**config.mk**
```make
export PLATFORM = sky130hd
export DESIGN_NAME = timed_event_ring_queue
export DESIGN_NICKNAME = d
export VERILOG_FILES = /design/src/sv/tequ_pkg.sv /design/src/sv/timed_event_ring_queue.sv
export SDC_FILE = /design/constraint.sdc
export NUM_CORES = 1
export LEC_CHECK = 0
export BUFFER_PORTS_ARGS = -buffer_cell sky130_fd_sc_hd__buf_4
export CORE_UTILIZATION = 35
export CTS_BUF_LIST = sky130_fd_sc_hd__clkbuf_8
export DETAILED_ROUTE_END_ITERATION = 8
export GPL_ROUTABILITY_DRIVEN = 0
export SLEW_MARGIN = 20
export SYNTH_ARGS = -nofsm -noshare
export SYNTH_HDL_FRONTEND = slang
export SYNTH_SLANG_ARGS = --single-unit
```
**constraint.sdc**
```tcl
create_clock -name clock -period 11.6 [get_ports clock]
set_input_delay 0 -clock clock [delete_from_list [all_inputs] [get_ports clock]]
set_output_delay 0 -clock clock [all_outputs]
set_load 0.01 [all_outputs]
```
**src/sv/tequ_pkg.sv**
```systemverilog
`default_nettype none
// ----------------------------------------------------------------------------
// tequ_pkg
// Types and constants shared by the timed event ring queue and its checker.
// ----------------------------------------------------------------------------
package tequ_pkg;

   localparam int CODE_W = 8;
   localparam int WORD_W = 32;

   // request operation codes
   localparam logic OP_ADD = 1'b0;
   localparam logic OP_RUN = 1'b1;

   localparam logic [CODE_W-1:0] CODE_NONE = '0;

   typedef enum logic [1:0] {
      ST_IDLE,
      ST_FETCH,
      ST_EMIT
   } state_type;

   // one slot of the ring
   typedef struct packed {
      logic [CODE_W-1:0] code;
      logic [WORD_W-1:0] payload;
      logic [WORD_W-1:0] due;
   } slot_type;

   // one response
   typedef struct packed {
      logic              accepted;
      logic [CODE_W-1:0] code;
      logic [WORD_W-1:0] data;
   } res_type;

endpackage : tequ_pkg
`default_nettype wire

```
**src/sv/timed_event_ring_queue.sv**
```systemverilog
`default_nettype none
// ----------------------------------------------------------------------------
// timed_event_ring_queue
// Ring queue of timed events kept in a synchronous slot memory.
// ----------------------------------------------------------------------------
// Usage:
//   req_* channel: op 0 adds an event (code, data, due = uptime + delay) at the
//   tail slot; op 1 pops the head event and either returns it (due) or puts it
//   back at the tail (not yet due). Every request gives exactly one response.
//   rsp_* channel: accepted flag for an add, code and data of a due event.
// Sequencing:
//   an add or a run on an empty head slot goes straight to ST_EMIT; a run on an
//   occupied slot first passes ST_FETCH (registered slot memory read, then
//   compare and write back). A new request is taken as soon as the previous
//   one has moved into the response register; requests are handled one at a time.
// Stalls:
//   the response register holds its value while rsp_ready is low; one more
//   request may be taken and finished behind it, then req_ready drops.
// Reset:
//   synchronous; head, tail and the per-slot occupancy flags clear, so the
//   queue is empty and usable right after reset.
// ----------------------------------------------------------------------------
module timed_event_ring_queue #(
   parameter int QUEUE_DEPTH = 8
) (
   input  wire                       clock,
   input  wire                       reset,
   input  wire                       req_valid,
   output logic                      req_ready,
   input  wire                       req_op,
   input  wire [tequ_pkg::CODE_W-1:0] req_event_code,
   input  wire [tequ_pkg::WORD_W-1:0] req_event_data,
   input  wire [tequ_pkg::WORD_W-1:0] req_delay,
   input  wire [tequ_pkg::WORD_W-1:0] req_uptime,
   output logic                      rsp_valid,
   input  wire                       rsp_ready,
   output logic                      rsp_accepted,
   output logic [tequ_pkg::CODE_W-1:0] rsp_out_code,
   output logic [tequ_pkg::WORD_W-1:0] rsp_out_data
);
   import tequ_pkg::*;

   localparam int IDX_W = (QUEUE_DEPTH > 1) ? $clog2(QUEUE_DEPTH) : 1;

   function automatic logic [IDX_W-1:0] next_idx(input logic [IDX_W-1:0] i);
      logic [IDX_W-1:0] r;
      if (i == IDX_W'(QUEUE_DEPTH - 1)) begin
         r = '0;
      end else begin
         r = i + 1'b1;
      end
      return r;
   endfunction

   state_type            state_ff, state_in;
   logic [IDX_W-1:0]     head_ff, head_in;
   logic [IDX_W-1:0]     tail_ff, tail_in;
   logic [QUEUE_DEPTH-1:0] occ_ff, occ_in;
   logic [WORD_W-1:0]    now_ff, now_in;
   res_type              res_ff, res_in;
   res_type              rsp_ff, rsp_in;
   logic                 rsp_valid_ff, rsp_valid_in;
   slot_type             rd_ff;

   logic                 mem_we;
   slot_type             mem_wdata;
   logic [WORD_W-1:0]    due_sum;

   // slot memory, read address is always the head
   slot_type             slot_mem [QUEUE_DEPTH];

   always_ff @(posedge clock) begin
      if (mem_we) begin
         slot_mem[tail_ff] <= mem_wdata;
      end
      rd_ff <= slot_mem[head_ff];
   end

   assign due_sum = req_uptime + req_delay;

   // requests are spaced so a write never overlaps the head read that ST_FETCH uses
   always_comb begin
      state_in     = state_ff;
      head_in      = head_ff;
      tail_in      = tail_ff;
      occ_in       = occ_ff;
      now_in       = now_ff;
      res_in       = res_ff;
      rsp_in       = rsp_ff;
      rsp_valid_in = rsp_valid_ff & ~rsp_ready;
      mem_we       = 1'b0;
      mem_wdata    = rd_ff;
      req_ready    = 1'b0;

      unique case (state_ff)
         ST_IDLE: begin
            req_ready = 1'b1;
            if (req_valid) begin
               res_in = '0;
               now_in = req_uptime;
               if (req_op == OP_ADD) begin
                  state_in = ST_EMIT;
                  if (req_event_code != CODE_NONE && !occ_ff[tail_ff]) begin
                     mem_we          = 1'b1;
                     mem_wdata.code    = req_event_code;
                     mem_wdata.payload = req_event_data;
                     mem_wdata.due     = due_sum;
                     occ_in[tail_ff] = 1'b1;
                     tail_in         = next_idx(tail_ff);
                     res_in.accepted = 1'b1;
                  end
               end else if (occ_ff[head_ff]) begin
                  state_in = ST_FETCH;
               end else begin
                  state_in = ST_EMIT;
               end
            end
         end
         ST_FETCH: begin
            occ_in[head_ff] = 1'b0;
            head_in         = next_idx(head_ff);
            state_in        = ST_EMIT;
            if (now_ff < rd_ff.due) begin
               // not due yet: back in at the tail, the head slot is free now
               if (tail_ff == head_ff || !occ_ff[tail_ff]) begin
                  mem_we          = 1'b1;
                  occ_in[tail_ff] = 1'b1;
                  tail_in         = next_idx(tail_ff);
               end
            end else begin
               res_in.code = rd_ff.code;
               res_in.data = rd_ff.payload;
            end
         end
         ST_EMIT: begin
            if (!rsp_valid_ff || rsp_ready) begin
               rsp_valid_in = 1'b1;
               rsp_in       = res_ff;
               state_in     = ST_IDLE;
            end
         end
         default: begin
            state_in = ST_IDLE;
         end
      endcase
   end

   always_ff @(posedge clock) begin
      if (reset) begin
         state_ff     <= ST_IDLE;
         head_ff      <= '0;
         tail_ff      <= '0;
         occ_ff       <= '0;
         rsp_valid_ff <= 1'b0;
      end else begin
         state_ff     <= state_in;
         head_ff      <= head_in;
         tail_ff      <= tail_in;
         occ_ff       <= occ_in;
         rsp_valid_ff <= rsp_valid_in;
      end
   end

   always_ff @(posedge clock) begin
      now_ff <= now_in;
      res_ff <= res_in;
      rsp_ff <= rsp_in;
   end

   assign rsp_valid    = rsp_valid_ff;
   assign rsp_accepted = rsp_ff.accepted;
   assign rsp_out_code = rsp_ff.code;
   assign rsp_out_data = rsp_ff.data;

endmodule : timed_event_ring_queue
`default_nettype wire

```
After elaboration in Yosys (flattened, before gate mapping)
Memory sizes are Yosys's and may differ from the RTL's. A register that Yosys moved wholly into a read port is not among the register bits.
Index checks and enable logic that the tools add are counted.
{"block": "classes", "addsub": 3, "order_cmp": 5, "eq_ne": 12, "muxes": 45, "bitwise_logic": 6, "reduce_logical": 16}
{"operator": "$mux 72", "count": 4}
{"operator": "$mux 40", "count": 2}
{"operator": "$pmux 40 s2", "count": 1}
{"operator": "$mux 8", "count": 5}
{"operator": "$add 32x32->32", "count": 1}
{"operator": "$lt 32x32->1", "count": 1}
{"operator": "$mux 3", "count": 7}
{"operator": "$or 8x8->8", "count": 2}
{"operator": "$pmux 8 s2", "count": 1}
{"operator": "$mux 1", "count": 14}
{"operator": "$ne 2x2->1 const B", "count": 7}
{"operator": "$and 8x8->8", "count": 1}
{"operator": "$lt 3x4->1 const B", "count": 2}
{"operator": "$mux 2", "count": 4}
{"operator": "$not 8->8", "count": 1}
{"operator": "$reduce_bool 8->1", "count": 1}
{"operator": "$add 3x1->3 const B", "count": 2}
{"operator": "$bmux 1 s3", "count": 2}
{"operator": "$demux 1 s3", "count": 2}
{"operator": "$eq 3x3->1 const B", "count": 2}
{"operator": "$ge 3x1->1 const B", "count": 2}
{"operator": "$pmux 2 s3", "count": 1}
{"operator": "$pmux 3 s2", "count": 1}
{"operator": "$reduce_and 2->1", "count": 3}
{"operator": "other kinds (14)", "count": 18}
{"block": "word_totals", "ff_bits": 131, "ram_bits": 576, "input_bits": 109, "elab_cells": 100, "n_memories": 1}
{"name": "slot_mem", "words": 8, "width": 72, "read_ports": 1, "rd_ports_with_merged_regs": 1, "wr": 1, "line": "timed_event_ring_queue.sv:70", "rtl": "slot_type slot_mem [QUEUE_DEPTH];"}

Logic depth before layout (Yosys ltp)
Gate-level depths: netlist of the first run.
{"block": "logic_depth", "depth_word": 10, "ltp_mapped": 11, "ltp_nobuf": 10}

Worst setup path before layout of the first run
OpenSTA, ideal clock, no wires.
{"block": "synth_timing", "path_kind": "reg-to-reg", "start": "register now_ff[23]", "end": "memory slot_mem[4][0] (netlist bit), enable pin", "arrival_ns": 6.897, "required_time_ns": 11.009, "setup_slack_ns": 4.112, "stages_incl_launch_ff": 11, "n_path_buf": 1, "synth_period_minus_slack_ns": 7.488, "cell_sequence": "edfxtp_1 -> ha_1 -> or3_1 -> a221oi_2 -> o21ai_1 -> o2111ai_2 -> o211ai_4 -> a311oi_4 -> nor2_4 -> buf_6 -> nor3_1"}
{"block": "synth_between", "elab_chain_cells": 5}
{"element": "start: declaration", "line": "timed_event_ring_queue.sv:59", "rtl": "logic [WORD_W-1:0] now_ff, now_in;"}
{"element": "start signal: assignment", "line": "timed_event_ring_queue.sv:165", "rtl": "now_ff <= now_in;"}
{"element": "$lt 32x32->1", "line": "timed_event_ring_queue.sv:123", "rtl": "if (now_ff < rd_ff.due) begin"}
{"element": "$mux 1", "line": "timed_event_ring_queue.sv:123"}
{"element": "$pmux 1 s2", "line": "timed_event_ring_queue.sv:95", "rtl": "unique case (state_ff)"}
{"element": "$mux 1", "line": "timed_event_ring_queue.sv:73", "rtl": "if (mem_we) begin"}
{"element": "$mux 1 (implied by the code)", "line": "timed_event_ring_queue.sv:74", "rtl": "slot_mem[tail_ff] <= mem_wdata;"}
{"element": "end: declaration", "line": "timed_event_ring_queue.sv:70"}
Every way passes these cells.

Worst setup path in the final report of the first run
{"block": "layout_timing", "start": "register tail_ff[1]", "end": "memory slot_mem[3][40] (netlist bit), enable pin"}
{"block": "layout_between", "elab_chain_cells": 10, "word_cells_on_any_way": 14, "cone_classes": "1 x eq/ne; 10 x mux; 3 x reduce/logical"}
{"element": "start: declaration", "line": "timed_event_ring_queue.sv:57", "rtl": "logic [IDX_W-1:0] tail_ff, tail_in;"}
{"element": "start signal: assignment", "line": "timed_event_ring_queue.sv:158", "rtl": "tail_ff <= tail_in;"}
{"element": "$bmux 1 s3", "line": "timed_event_ring_queue.sv:103, timed_event_ring_queue.sv:125"}
{"element": "$mux 1 (implied by the code)", "line": "timed_event_ring_queue.sv:103, timed_event_ring_queue.sv:125"}
{"element": "$logic_not 1->1", "line": "timed_event_ring_queue.sv:103, timed_event_ring_queue.sv:125"}
{"element": "$logic_and 1x1->1", "line": "timed_event_ring_queue.sv:103", "rtl": "if (req_event_code != CODE_NONE && !occ_ff[tail_ff]) begin"}
{"element": "$mux 1", "line": "timed_event_ring_queue.sv:103"}
{"element": "$mux 1", "line": "timed_event_ring_queue.sv:101", "rtl": "if (req_op == OP_ADD) begin"}
{"element": "$mux 1", "line": "timed_event_ring_queue.sv:98", "rtl": "if (req_valid) begin"}
{"element": "$pmux 1 s2", "line": "timed_event_ring_queue.sv:95"}
{"element": "$mux 1", "line": "timed_event_ring_queue.sv:73"}
{"element": "$mux 1 (implied by the code)", "line": "timed_event_ring_queue.sv:74"}
Several ways; a longest one is shown, not always the timed one. The select of a mux whose other input is x is not followed.

==> impl_metrics.yaml, run 1 <==
run_status:
  status: "complete, no violations"
synthesis:
  synth_top_flop_cell: "sky130_fd_sc_hd__edfxtp_1"
  synth_area_per_cell_um2: 15.6
  synth.largest_area_cell: "sky130_fd_sc_hd__edfxtp_1"
  post_synth_main_area_contributors: "sky130_fd_sc_hd__edfxtp_1 70%, sky130_fd_sc_hd__a22oi_1 7.4%, sky130_fd_sc_hd__dfxtp_1 6.0%"
  post-synth-top-area-fraction_pct: 69.5
  mappedNetlistArea_um2: 29800
  synth-edff-count: 690
  yosysWarnings: 0
  yosys.cell_types.count: 69
  synth_cells: 1908
  synth_seq_area_share_pct: 75.5
  synth-async-reset-ratio_pct: 0
  postSynthNetCount: 2084
  synth_seq_cells: 779
clock_tree:
  clock_sink_count: 779
  number_of_buffers_added_by_the_clock_tree_synthesis_step: 121
  number_of_h_tree_levels: 3
  cts_hold_buf: 111
  cts_setup_buffers: 0
  cts.clk_slew.worst_paths_ns: 0.07
  clock_insertion_delay_worst_skew_ns: 0.76
  post_cts_resized: 0
  cts-root-buf: "sky130_fd_sc_hd__clkbuf_8"
  clock_tree_from_tritoncts: "done"
  clockBufferDepth: 3
routing:
  routed-via-count: 17824
  drtAntennaViolNets: 0
  viasPerCell: 5.14
  drt_drc_violations_left: 0
  detail_route.wirelength_um: 74700
  drt-wirelength-per-cell_um: 21.5
  drt-pass1-iter-count: 5
  drtIter0Drc: 1397
finish:
  drive_above_1_share_pct: 17.3
  nNetsFinal: 2405
  final_core_utilization_pct: 42.9
  fillCellCount: 7541
  syn2layout_area_growth_pct: 20.8
sta:
  setup-violations-final: 0
  setup_repair_after_global_routing_missed_its_margin: "false"
  timing.final.crit_share_pct: 41.2
  max_freq_ghz: 0.209
  clock_skew_ns: 0.0648
  timing.final.max_slew_violations: 0
  finalCriticalPeriod_ns: 4.78
  finalHoldViolCount: 0
  tightest_slew_ns: 1.07
  timing.max_slew.rel_slack_pct: 28.4
  setup_total_negative_slack_ns: 0
setup_path:
  worstPathBufferInverterCount: 1
  r2r_slack_ns: 6.82
  rr_startpoint: "tail_ff[1]"
  crit_slowest_cell: "sky130_fd_sc_hd__dfxtp_1"
  endpoint_kind: "flip-flop"
  critical_path.max_fanout: 59
  critPathTopFamily: "simple AND/OR/NAND/NOR gates"
  worstPathArrival_ns: 5.11
  r2r.worst_path.cells: 8
  regToRegEndpoint: "slot_mem[3][40]"
  critical_path.max_stage_delay_ns: 0.95
  cp-startpoint: "tail_ff[1]"
  setup.worst_path.class: "flip-flop to flip-flop"
  start_kind: "flip-flop"
  required_ns: 11.93
  crit_end: "slot_mem[3][40]"
  crit_path_cell_trace: "nand3b_1 > nand3_1 > a211oi_1 > o21ai_1 > a311oi_4 > nor2_4 > nor3b_4 > buf_4"
  worst-path-stages: 8
die:
  initial_utilization_pct: 35.5
  floorplan.core_area_um2: 84000
  core.rowCount: 106
  floorplan.die_area_um2: 86300
  floorplan.io_pins: 152
  horizontal_extent_of_the_die_um: 294
  chipHeight_um: 294
pwr:
  power-per-cell-area_nw_per_um2: 168
  leakagePower_nw: 12.7
  post-layout-total-power_w: 0.00606
  vdd_drop_max_uv: 87.2
placed_design:
  place.port_buffers: 151
  post-dp-hpwl_um: 40700
global_routing:
  overflow: 0
  number_of_global_route_vias_before_repair: 18362
  grt_antenna_before_repair: 2
  grt_pass1_wl_um: 111000
  grt_max_degree: 75
  tot_gr_track_use_pct: 17.1
worst_hold_path:
  min-delay-path-class: "input port to flip-flop"
  origin_of_the_worst_min_delay_path: "req_delay[1]"
  hold_depth: 4
run:
  drv_cap: 0
==> cells in the mapped netlist, drive strengths merged, types with 20 or more instances <==
cell    instances
a21o           25
a21oi          49
a22oi         293
and2           48
buf            22
clkbuf         76
dfxtp          89
edfxtp        690
ha             66
inv            43
nand2         188
nand4          84
nor2           20
o21ai          49
==> stage by stage <==
stage | area [µm²] | setup slack [ns] | std cells | hold WS (ns)
detailed placement | 32300 | 6.89 | 3129 | 0.193
finish | 36000 | 6.82 | 3469 | 0.0782
global route | 36000 | 6.60 | 3469 | 0.131
floorplan | 29800 | 4.11 | 1908 | 0.0989
global placement | 32300 | 7.07 | 3129 | 0.195
CTS | 36000 | 6.82 | 3468 | 0.0257
==> worst reg2reg max path: cells and delay by family (launching register included) <==
kind | cells | cell delay (ns)
flip-flops | 1 | 0.95
buffers and inverters | 1 | 0.95
AND/OR/NAND/NOR | 4 | 1.31
AO/OA/AOI/OAI | 3 | 1.09
==> worst min-delay path by stage <==
| stage | to | slack (ns) |
|---|---|---|
| 3_3_place_gp | now_ff[18] | 0.19 |
| 6_report | slot_mem[3][1] | 0.08 |
| 5_1_grt | slot_mem[1][28] | 0.13 |
| 2_1_floorplan | now_ff[0] | 0.1 |
| 3_5_place_dp | now_ff[18] | 0.19 |
| 4_1_cts | slot_mem[3][1] | 0.03 |
==> state kept, by name, indices dropped and copies added, names as in the netlist <==
signal,count
rd_ff,72
head_ff,3
now_ff,32
rsp_out_data,32
rsp_out_code,8
state_ff,2
res_ff,41
tail_ff,3
rsp_valid,1
slot_mem,576
occ_ff,8
rsp_accepted,1
==> cell type report <==
type | instances | area [µm²] | share of cell area (%)
clock buffers | 139 | 1910 | 5.31
clock inverters | 89 | 652 | 1.81
repair buffers | 296 | 2500 | 6.94
flip-flops and latches | 779 | 22500 | 62.5
inverters | 43 | 161 | 0.448
diodes | 1 | 2.50 | 0.00695
well taps | 1134 | 1420 | 3.94
multi-input cells | 988 | 6850 | 19.0
==> report_power, final <==
group | switching [W] | internal, W | leakage (nW)
combinational | 0.000288 | 0.000161 | 4.23
clock | 0.00109 | 0.00129 | 1.42
sequential | 0.0000307 | 0.00320 | 7.06
total | 0.00141 | 0.00465 | 12.7
==> per-layer routing <==
layer,track usage (%),share of wire (%)
met4,4.85,1.8
met5,0,0.017
met3,2.67,5.8
met1,22.7,44
met2,28.9,49
==> cell usage in the layout (no fill, tap or decap), types with 47 or more instances in the layout <==
master / netlist / final
sky130_fd_sc_hd__inv_1: 42 / 72
sky130_fd_sc_hd__nand2_1: 188 / 187
sky130_fd_sc_hd__ha_1: 66 / 66
sky130_fd_sc_hd__a22oi_1: 292 / 292
sky130_fd_sc_hd__clkbuf_8: 0 / 139
sky130_fd_sc_hd__buf_4: 2 / 185
sky130_fd_sc_hd__dlygate4sd3_1: 0 / 111
sky130_fd_sc_hd__dfxtp_1: 89 / 89
sky130_fd_sc_hd__edfxtp_1: 690 / 690
sky130_fd_sc_hd__and2_1: 47 / 47
sky130_fd_sc_hd__nand4_1: 84 / 84
sky130_fd_sc_hd__a21oi_1: 49 / 49
==> cells by family after synthesis <==
group / synth area share (%)
flip-flops: 75.5
AO/OA/AOI/OAI: 11.6
AND/OR/NAND/NOR: 7.28
buffers and inverters: 1.89
adder cells (fa/ha/maj): 2.84
XOR/XNOR: 0.794
multiplexers: 0.134
Note: power is estimated with default switching activity, not from simulation.
==> run 2: changes to the inputs <==
==> constraint.sdc (replaced) <==
create_clock -name clock -period 4.18 [get_ports clock]
set_input_delay 0 -clock clock [delete_from_list [all_inputs] [get_ports clock]]
set_output_delay 0 -clock clock [all_outputs]
set_load 0.01 [all_outputs]
==> impl_metrics.yaml, run 2 (synthesized netlist as in run 1, its figures left out) <==
global_routing:
  overflow: 0
  grt_pass1_wl_um: 111000
  highest_utilization_routing_layer_at_the_global_route_stage: "met2"
  number_of_global_route_vias_before_repair: 18492
  grt_antenna_before_repair: 1
  grt.met3_usage_pct: 2.79
  grt_max_degree: 73
  grtUsageMet2_pct: 28.3
  tot_gr_track_use_pct: 17.0
  gr-usage-met1_pct: 22.9
clock_tree:
  clock_tree_from_tritoncts: "done"
  post_cts_resized: 0
  cts-root-buf: "sky130_fd_sc_hd__clkbuf_8"
  cts_hold_buf: 110
  cts.clk_slew.worst_paths_ns: 0.06
  clockBufferDepth: 3
  number_of_buffers_added_by_the_clock_tree_synthesis_step: 120
  clock_sink_count: 779
  clock_insertion_delay_worst_skew_ns: 0.76
  number_of_h_tree_levels: 3
  cts_setup_buffers: 0
worst_hold_path:
  min-delay-path-class: "input port to flip-flop"
  hold_depth: 4
routing:
  drt-pass1-iter-count: 5
  detail_route.wirelength_um: 74300
  viasPerCell: 5.16
  routed-via-count: 17910
  drtAntennaViolNets: 0
  drtIter0Drc: 1475
  drt_drc_violations_left: 0
  drt-wirelength-per-cell_um: 21.4
placed_design:
  placedInstanceArea_um2: 32500
  post-dp-hpwl_um: 41200
  placedCellCount: 3136
  place.port_buffers: 151
  dp_worst_setup_slack_ns: 0.734
setup_path:
  required_ns: 4.52
  endpoint_kind: "flip-flop"
  critical_path.max_stage_delay_ns: 0.76
  critical_path.max_fanout: 21
  setup.worst_path.class: "flip-flop to flip-flop"
  start_kind: "flip-flop"
  crit_path_cell_trace: "nand3b_1 > nand3_1 > a211oi_1 > o21ai_1 > a311oi_4 > nor2_4 > nor4_4 > buf_4"
  worstPathArrival_ns: 3.87
  r2r.worst_path.cells: 8
  crit_slowest_cell: "sky130_fd_sc_hd__dfxtp_1"
sta:
  timing.max_slew.rel_slack_pct: 37.2
  finalHoldViolCount: 0
  layout_setup_ws_ns: 0.654
  timing.final.max_slew_violations: 0
  setup_total_negative_slack_ns: 0
  setup_repair_after_global_routing_missed_its_margin: "false"
  timing.final.crit_share_pct: 84.3
  max_freq_ghz: 0.284
  finalCriticalPeriod_ns: 3.53
  clock_skew_ns: 0.0716
  tightest_slew_ns: 0.943
  setup-violations-final: 0
die:
  horizontal_extent_of_the_die_um: 294
  floorplan.die_area_um2: 86300
  core.rowCount: 106
  chipHeight_um: 294
  floorplan.core_area_um2: 84000
  initial_utilization_pct: 35.5
  floorplan.io_pins: 152
pwr:
  power-per-cell-area_nw_per_um2: 463
  leakagePower_nw: 12.8
  power_switching_share_pct: 23.2
  vdd_drop_max_uv: 286
  pwr-share-seq_pct: 53.6
  power.share.combinational_pct: 7.6
  intPower_w: 0.0129
  p_sw_w: 0.00388
  clockPowerShare_pct: 38.9
finish:
  biggestRegsByFlops: "slot_mem x576, rd_ff x72, res_ff x41"
  final_core_utilization_pct: 43.1
  nNetsFinal: 2410
  final_cell_area_um2: 36200
  final_cell_mix: "690 x sky130_fd_sc_hd__edfxtp_1, 292 x sky130_fd_sc_hd__a22oi_1, 187 x sky130_fd_sc_hd__nand2_1, 180 x sky130_fd_sc_hd__buf_4, 133 x sky130_fd_sc_hd__clkbuf_8"
  syn2layout_area_growth_pct: 21.4
  max_flop_register: "slot_mem"
  drive_above_1_share_pct: 17.3
  final_cells: 3473
  fillCellCount: 7524
  largest_register_ff_count: 576
  final_common_cell: "sky130_fd_sc_hd__edfxtp_1"
run:
  drv_cap: 0
run_status:
  status: "complete, no violations"
-- run 2: layout make-up --
cell class | count | area (µm²) | share of cell area, %
Antenna cell | 1 | 2.50 | 0.00692
Clock buffer | 133 | 1830 | 5.06
Clock inverter | 93 | 686 | 1.90
Inverter | 43 | 161 | 0.446
Multi-Input combinational cell | 988 | 6870 | 19.0
Sequential cell | 779 | 22500 | 62.2
Tap cell | 1134 | 1420 | 3.92
Timing Repair Buffer | 302 | 2690 | 7.44
-- run 2: final timing paths --
| check | slack, ns | endpoint | startpoint |
|---|---|---|---|
| min | 0.05 | slot_mem[2][20] | req_delay[20] |
| max | 0.65 | slot_mem[0][31] | tail_ff[2] |
| min reg2reg | 0.41 | rsp_out_data[16] | res_ff[16] |
| max reg2reg | 0.65 | slot_mem[0][31] | tail_ff[2] |
-- run 2: metal layers --
metal  share of wire (%)  vias up
li1                    -     8215
met1                  44     9037
met2                  49      562
met3                 5.5       96
met4                 1.7        0
met5                   0        -
-- run 2: stage by stage --
| step | total power (W) | hold slack [ns] |
|---|---|---|
| 3_5_place_dp | 0.0103 | 0.192 |
| 5_1_grt | 0.0174 | 0.0513 |
| 6_report | 0.0167 | 0.0550 |
| 3_3_place_gp | 0.0103 | 0.191 |
| 2_1_floorplan | 0.00982 | 0.0989 |
| 4_1_cts | 0.0169 | 0.00943 |
-- run 2: power by group through the flow --
stage	clock network, W	logic (W)	registers (W)
after floorplan	0	0.000705	0.00911
after global placement	0	0.00115	0.00913
after detailed placement	0	0.00119	0.00913
after CTS	0.00665	0.00128	0.00897
after global routing	0.00698	0.00140	0.00898
final	0.00650	0.00126	0.00897
-- run 2: worst max-delay path: cells and delay by family, from the launching register on --
| kind | cells | cell delay, ns |
|---|---|---|
| buffers and inverters | 1 | 0.44 |
| flip-flops | 1 | 0.76 |
| AO/OA/AOI/OAI | 3 | 1.06 |
| AND/OR/NAND/NOR | 4 | 0.87 |
==> run 3: changes to the inputs <==
--- a/config.mk
+++ b/config.mk
@@ -5,6 +5,7 @@
 export SDC_FILE = /design/constraint.sdc
 export NUM_CORES = 1
 export LEC_CHECK = 0
+export ABC_AREA = 1
 export BUFFER_PORTS_ARGS = -buffer_cell sky130_fd_sc_hd__buf_4
 export CORE_UTILIZATION = 35
 export CTS_BUF_LIST = sky130_fd_sc_hd__clkbuf_8
==> constraint.sdc (replaced) <==
create_clock -name clock -period 2.9 [get_ports clock]
set_input_delay 0 -clock clock [delete_from_list [all_inputs] [get_ports clock]]
set_output_delay 0 -clock clock [all_outputs]
set_load 0.01 [all_outputs]
==> impl_metrics.yaml, run 3 <==
finish:
  final_common_cell: "sky130_fd_sc_hd__edfxtp_1"
  fillCellCount: 7666
  drive_above_1_share_pct: 15.6
  multiInputGateArea_um2: 6930
  final_core_utilization_pct: 43.3
  largest_register_ff_count: 576
  layout.area.seq_um2: 22500
  nNetsFinal: 2803
  max_flop_register: "slot_mem"
  biggestRegsByFlops: "slot_mem x576, rd_ff x72, res_ff x41"
  final_cell_mix: "690 x sky130_fd_sc_hd__edfxtp_1, 408 x sky130_fd_sc_hd__nand2_1, 214 x sky130_fd_sc_hd__inv_1, 197 x sky130_fd_sc_hd__buf_4, 134 x sky130_fd_sc_hd__clkbuf_8"
  syn2layout_area_growth_pct: 22.0
routing:
  detail_route.wirelength_um: 78200
  drt-pass1-iter-count: 5
  drtAntennaViolNets: 0
  drt-wirelength-per-cell_um: 20.2
  viasPerCell: 5.06
  routed-via-count: 19628
  drt_drc_violations_left: 0
  drtIter0Drc: 1535
clock_tree:
  number_of_h_tree_levels: 3
  cts-root-buf: "sky130_fd_sc_hd__clkbuf_8"
  clock_sink_count: 779
  clock_insertion_delay_worst_skew_ns: 0.75
  number_of_buffers_added_by_the_clock_tree_synthesis_step: 118
  cts.clk_slew.worst_paths_ns: 0.07
  clock_tree_from_tritoncts: "done"
  clockBufferDepth: 3
  post_cts_resized: 0
die:
  initial_utilization_pct: 35.5
  core.rowCount: 107
  horizontal_extent_of_the_die_um: 297
  chipHeight_um: 297
  floorplan.core_area_um2: 85500
  floorplan.die_area_um2: 88000
  floorplan.io_pins: 152
sta:
  max_freq_ghz: 0.359
  layout_setup_ws_ns: 0.111
  setup_repair_after_global_routing_missed_its_margin: "false"
  finalHoldViolCount: 0
  setup-violations-final: 0
  finalCriticalPeriod_ns: 2.79
  timing.final.crit_share_pct: 96.2
  clock_skew_ns: 0.0496
  timing.final.max_slew_violations: 0
  tightest_slew_ns: 0.917
  timing.max_slew.rel_slack_pct: 38.2
synthesis:
  synth_seq_area_share_pct: 74.1
  post_synth_main_area_contributors: "sky130_fd_sc_hd__edfxtp_1 68%, sky130_fd_sc_hd__dfxtp_1 5.9%, sky130_fd_sc_hd__nand2_1 5.1%"
  mappedNetlistArea_um2: 30400
  synth-compound-area-share_pct: 9.19
  synth_seq_cells: 779
  dominant_combinational_cell_family_by_area_after_synthesis: "simple AND/OR/NAND/NOR gates"
  synth-async-reset-ratio_pct: 0
  synth_top_flop_cell: "sky130_fd_sc_hd__edfxtp_1"
  synth_cells: 2263
  synth_area_per_cell_um2: 13.4
  yosysWarnings: 0
  synth.largest_area_cell: "sky130_fd_sc_hd__edfxtp_1"
  synth_mux_area_share_pct: 0
  post-synth-top-area-fraction_pct: 68.2
  synthXorXnorAreaFrac_pct: 0.548
  post_synth_fa_ha_maj_area_fraction_pct: 2.78
  yosys.cell_types.count: 41
  synth.most_common_cell: "sky130_fd_sc_hd__edfxtp_1"
  yosys.area_share.simple_pct: 9.86
  synth-edff-count: 690
  postSynthNetCount: 2439
  synth.cells.most_frequent: "690 x sky130_fd_sc_hd__edfxtp_1, 409 x sky130_fd_sc_hd__nand2_1, 179 x sky130_fd_sc_hd__inv_1"
placed_design:
  post-dp-hpwl_um: 46500
  place.port_buffers: 151
  dp_worst_setup_slack_ns: 0.167
global_routing:
  grt_antenna_before_repair: 1
  grt_pass1_wl_um: 117000
  number_of_global_route_vias_before_repair: 19763
  overflow: 0
  grt_max_degree: 63
  tot_gr_track_use_pct: 17.6
setup_path:
  critical_path.max_fanout: 41
  worstPathArrival_ns: 3.15
  critical_path.most_common_cell: "sky130_fd_sc_hd__nand2_1"
  required_ns: 3.26
  endpoint_kind: "flip-flop"
  crit_path_cell_trace: "buf_4 > o21ai_1 > nand2_1 > nand2_1 > nand2_1 > nand2_2 > a21oi_4 > nand3_1 > nand2_4 > inv_8 > nor2_4 > buf_12"
  setup.worst_path.class: "flip-flop to flip-flop"
  start_kind: "flip-flop"
  crit_slowest_cell: "sky130_fd_sc_hd__dfxtp_1"
  critical_path.max_stage_delay_ns: 0.58
pwr:
  p_sw_w: 0.00586
  power-per-cell-area_nw_per_um2: 651
  leakagePower_nw: 13.6
  intPower_w: 0.0183
  power_switching_share_pct: 24.3
  vdd_drop_max_uv: 372
  power.share.combinational_pct: 9.4
  pwr-share-seq_pct: 54.2
  clockPowerShare_pct: 36.5
run:
  drv_cap: 0
worst_hold_path:
  min-delay-path-class: "input port to flip-flop"
run_status:
  status: "complete, no violations"
## run 3: area by class of cell
type | count | share of cell area [%]
clock inverter | 90 | 1.43
multi-input combinational | 1211 | 18.7
timing repair buffer | 329 | 8.34
clock buffer | 134 | 4.98
sequential | 779 | 60.7
antenna | 3 | 0.0203
inverter | 188 | 1.93
tap | 1144 | 3.86
## run 3: power by group through the flow
stage / registers, W / clock network [W] / logic [W]
after floorplan: 0.0133 / 0 / 0.00122
after global placement: 0.0133 / 0 / 0.00209
after detailed placement: 0.0133 / 0 / 0.00215
after CTS: 0.0131 / 0.00898 / 0.00227
after global routing: 0.0131 / 0.00947 / 0.00250
final: 0.0131 / 0.00880 / 0.00226
## run 3: per-stage QoR
step                      cells  total power [W]  setup TNS, ns  hold slack [ns]  instance area (µm²)
after global placement     3548           0.0154              0            0.191                33600
after global routing       3878           0.0251              0           0.0375                37000
after detailed placement   3548           0.0154              0            0.196                33600
after CTS                  3875           0.0243              0         0.000498                37000
final                      3878           0.0241              0           0.0543                37000
after floorplan            2263           0.0145         -43.60           0.0617                30500
## run 3: worst paths after layout
kind,from,endpoint,slack (ns),cells after the start
worst max-delay path,tail_ff[0],slot_mem[5][1],0.11,12
worst min-delay path,reset,state_ff[0],0.05,3
worst min register to register,res_ff[26],rsp_out_data[26],0.41,0
worst max register to register,tail_ff[0],slot_mem[5][1],0.11,12
## run 3: what timing repair did
item	4_1_cts	5_1_grt
hold endpoints to repair	362	0
setup buffers	0	0
hold buffers	103	0
## run 3: routing by layer
metal	part of all wire (%)	global-route usage, %
met4	2.8	6.69
met2	49	29.7
met1	42	22.9
met3	6.1	2.76
met5	0	0
## run 3: cell families after synthesis
kind of cell / count (synthesis)
flops: 779
simple gates: 706
compound gates: 419
xor+xnor: 19
fa+ha+maj: 67
buf+inv: 273
## run 3: worst max-delay path: cells and delay by family, from the launching register on
kind,cells,cell delay (ns)
compound gates,2,0.28
buf+inv,3,0.61
flops,1,0.58
simple gates,7,0.90
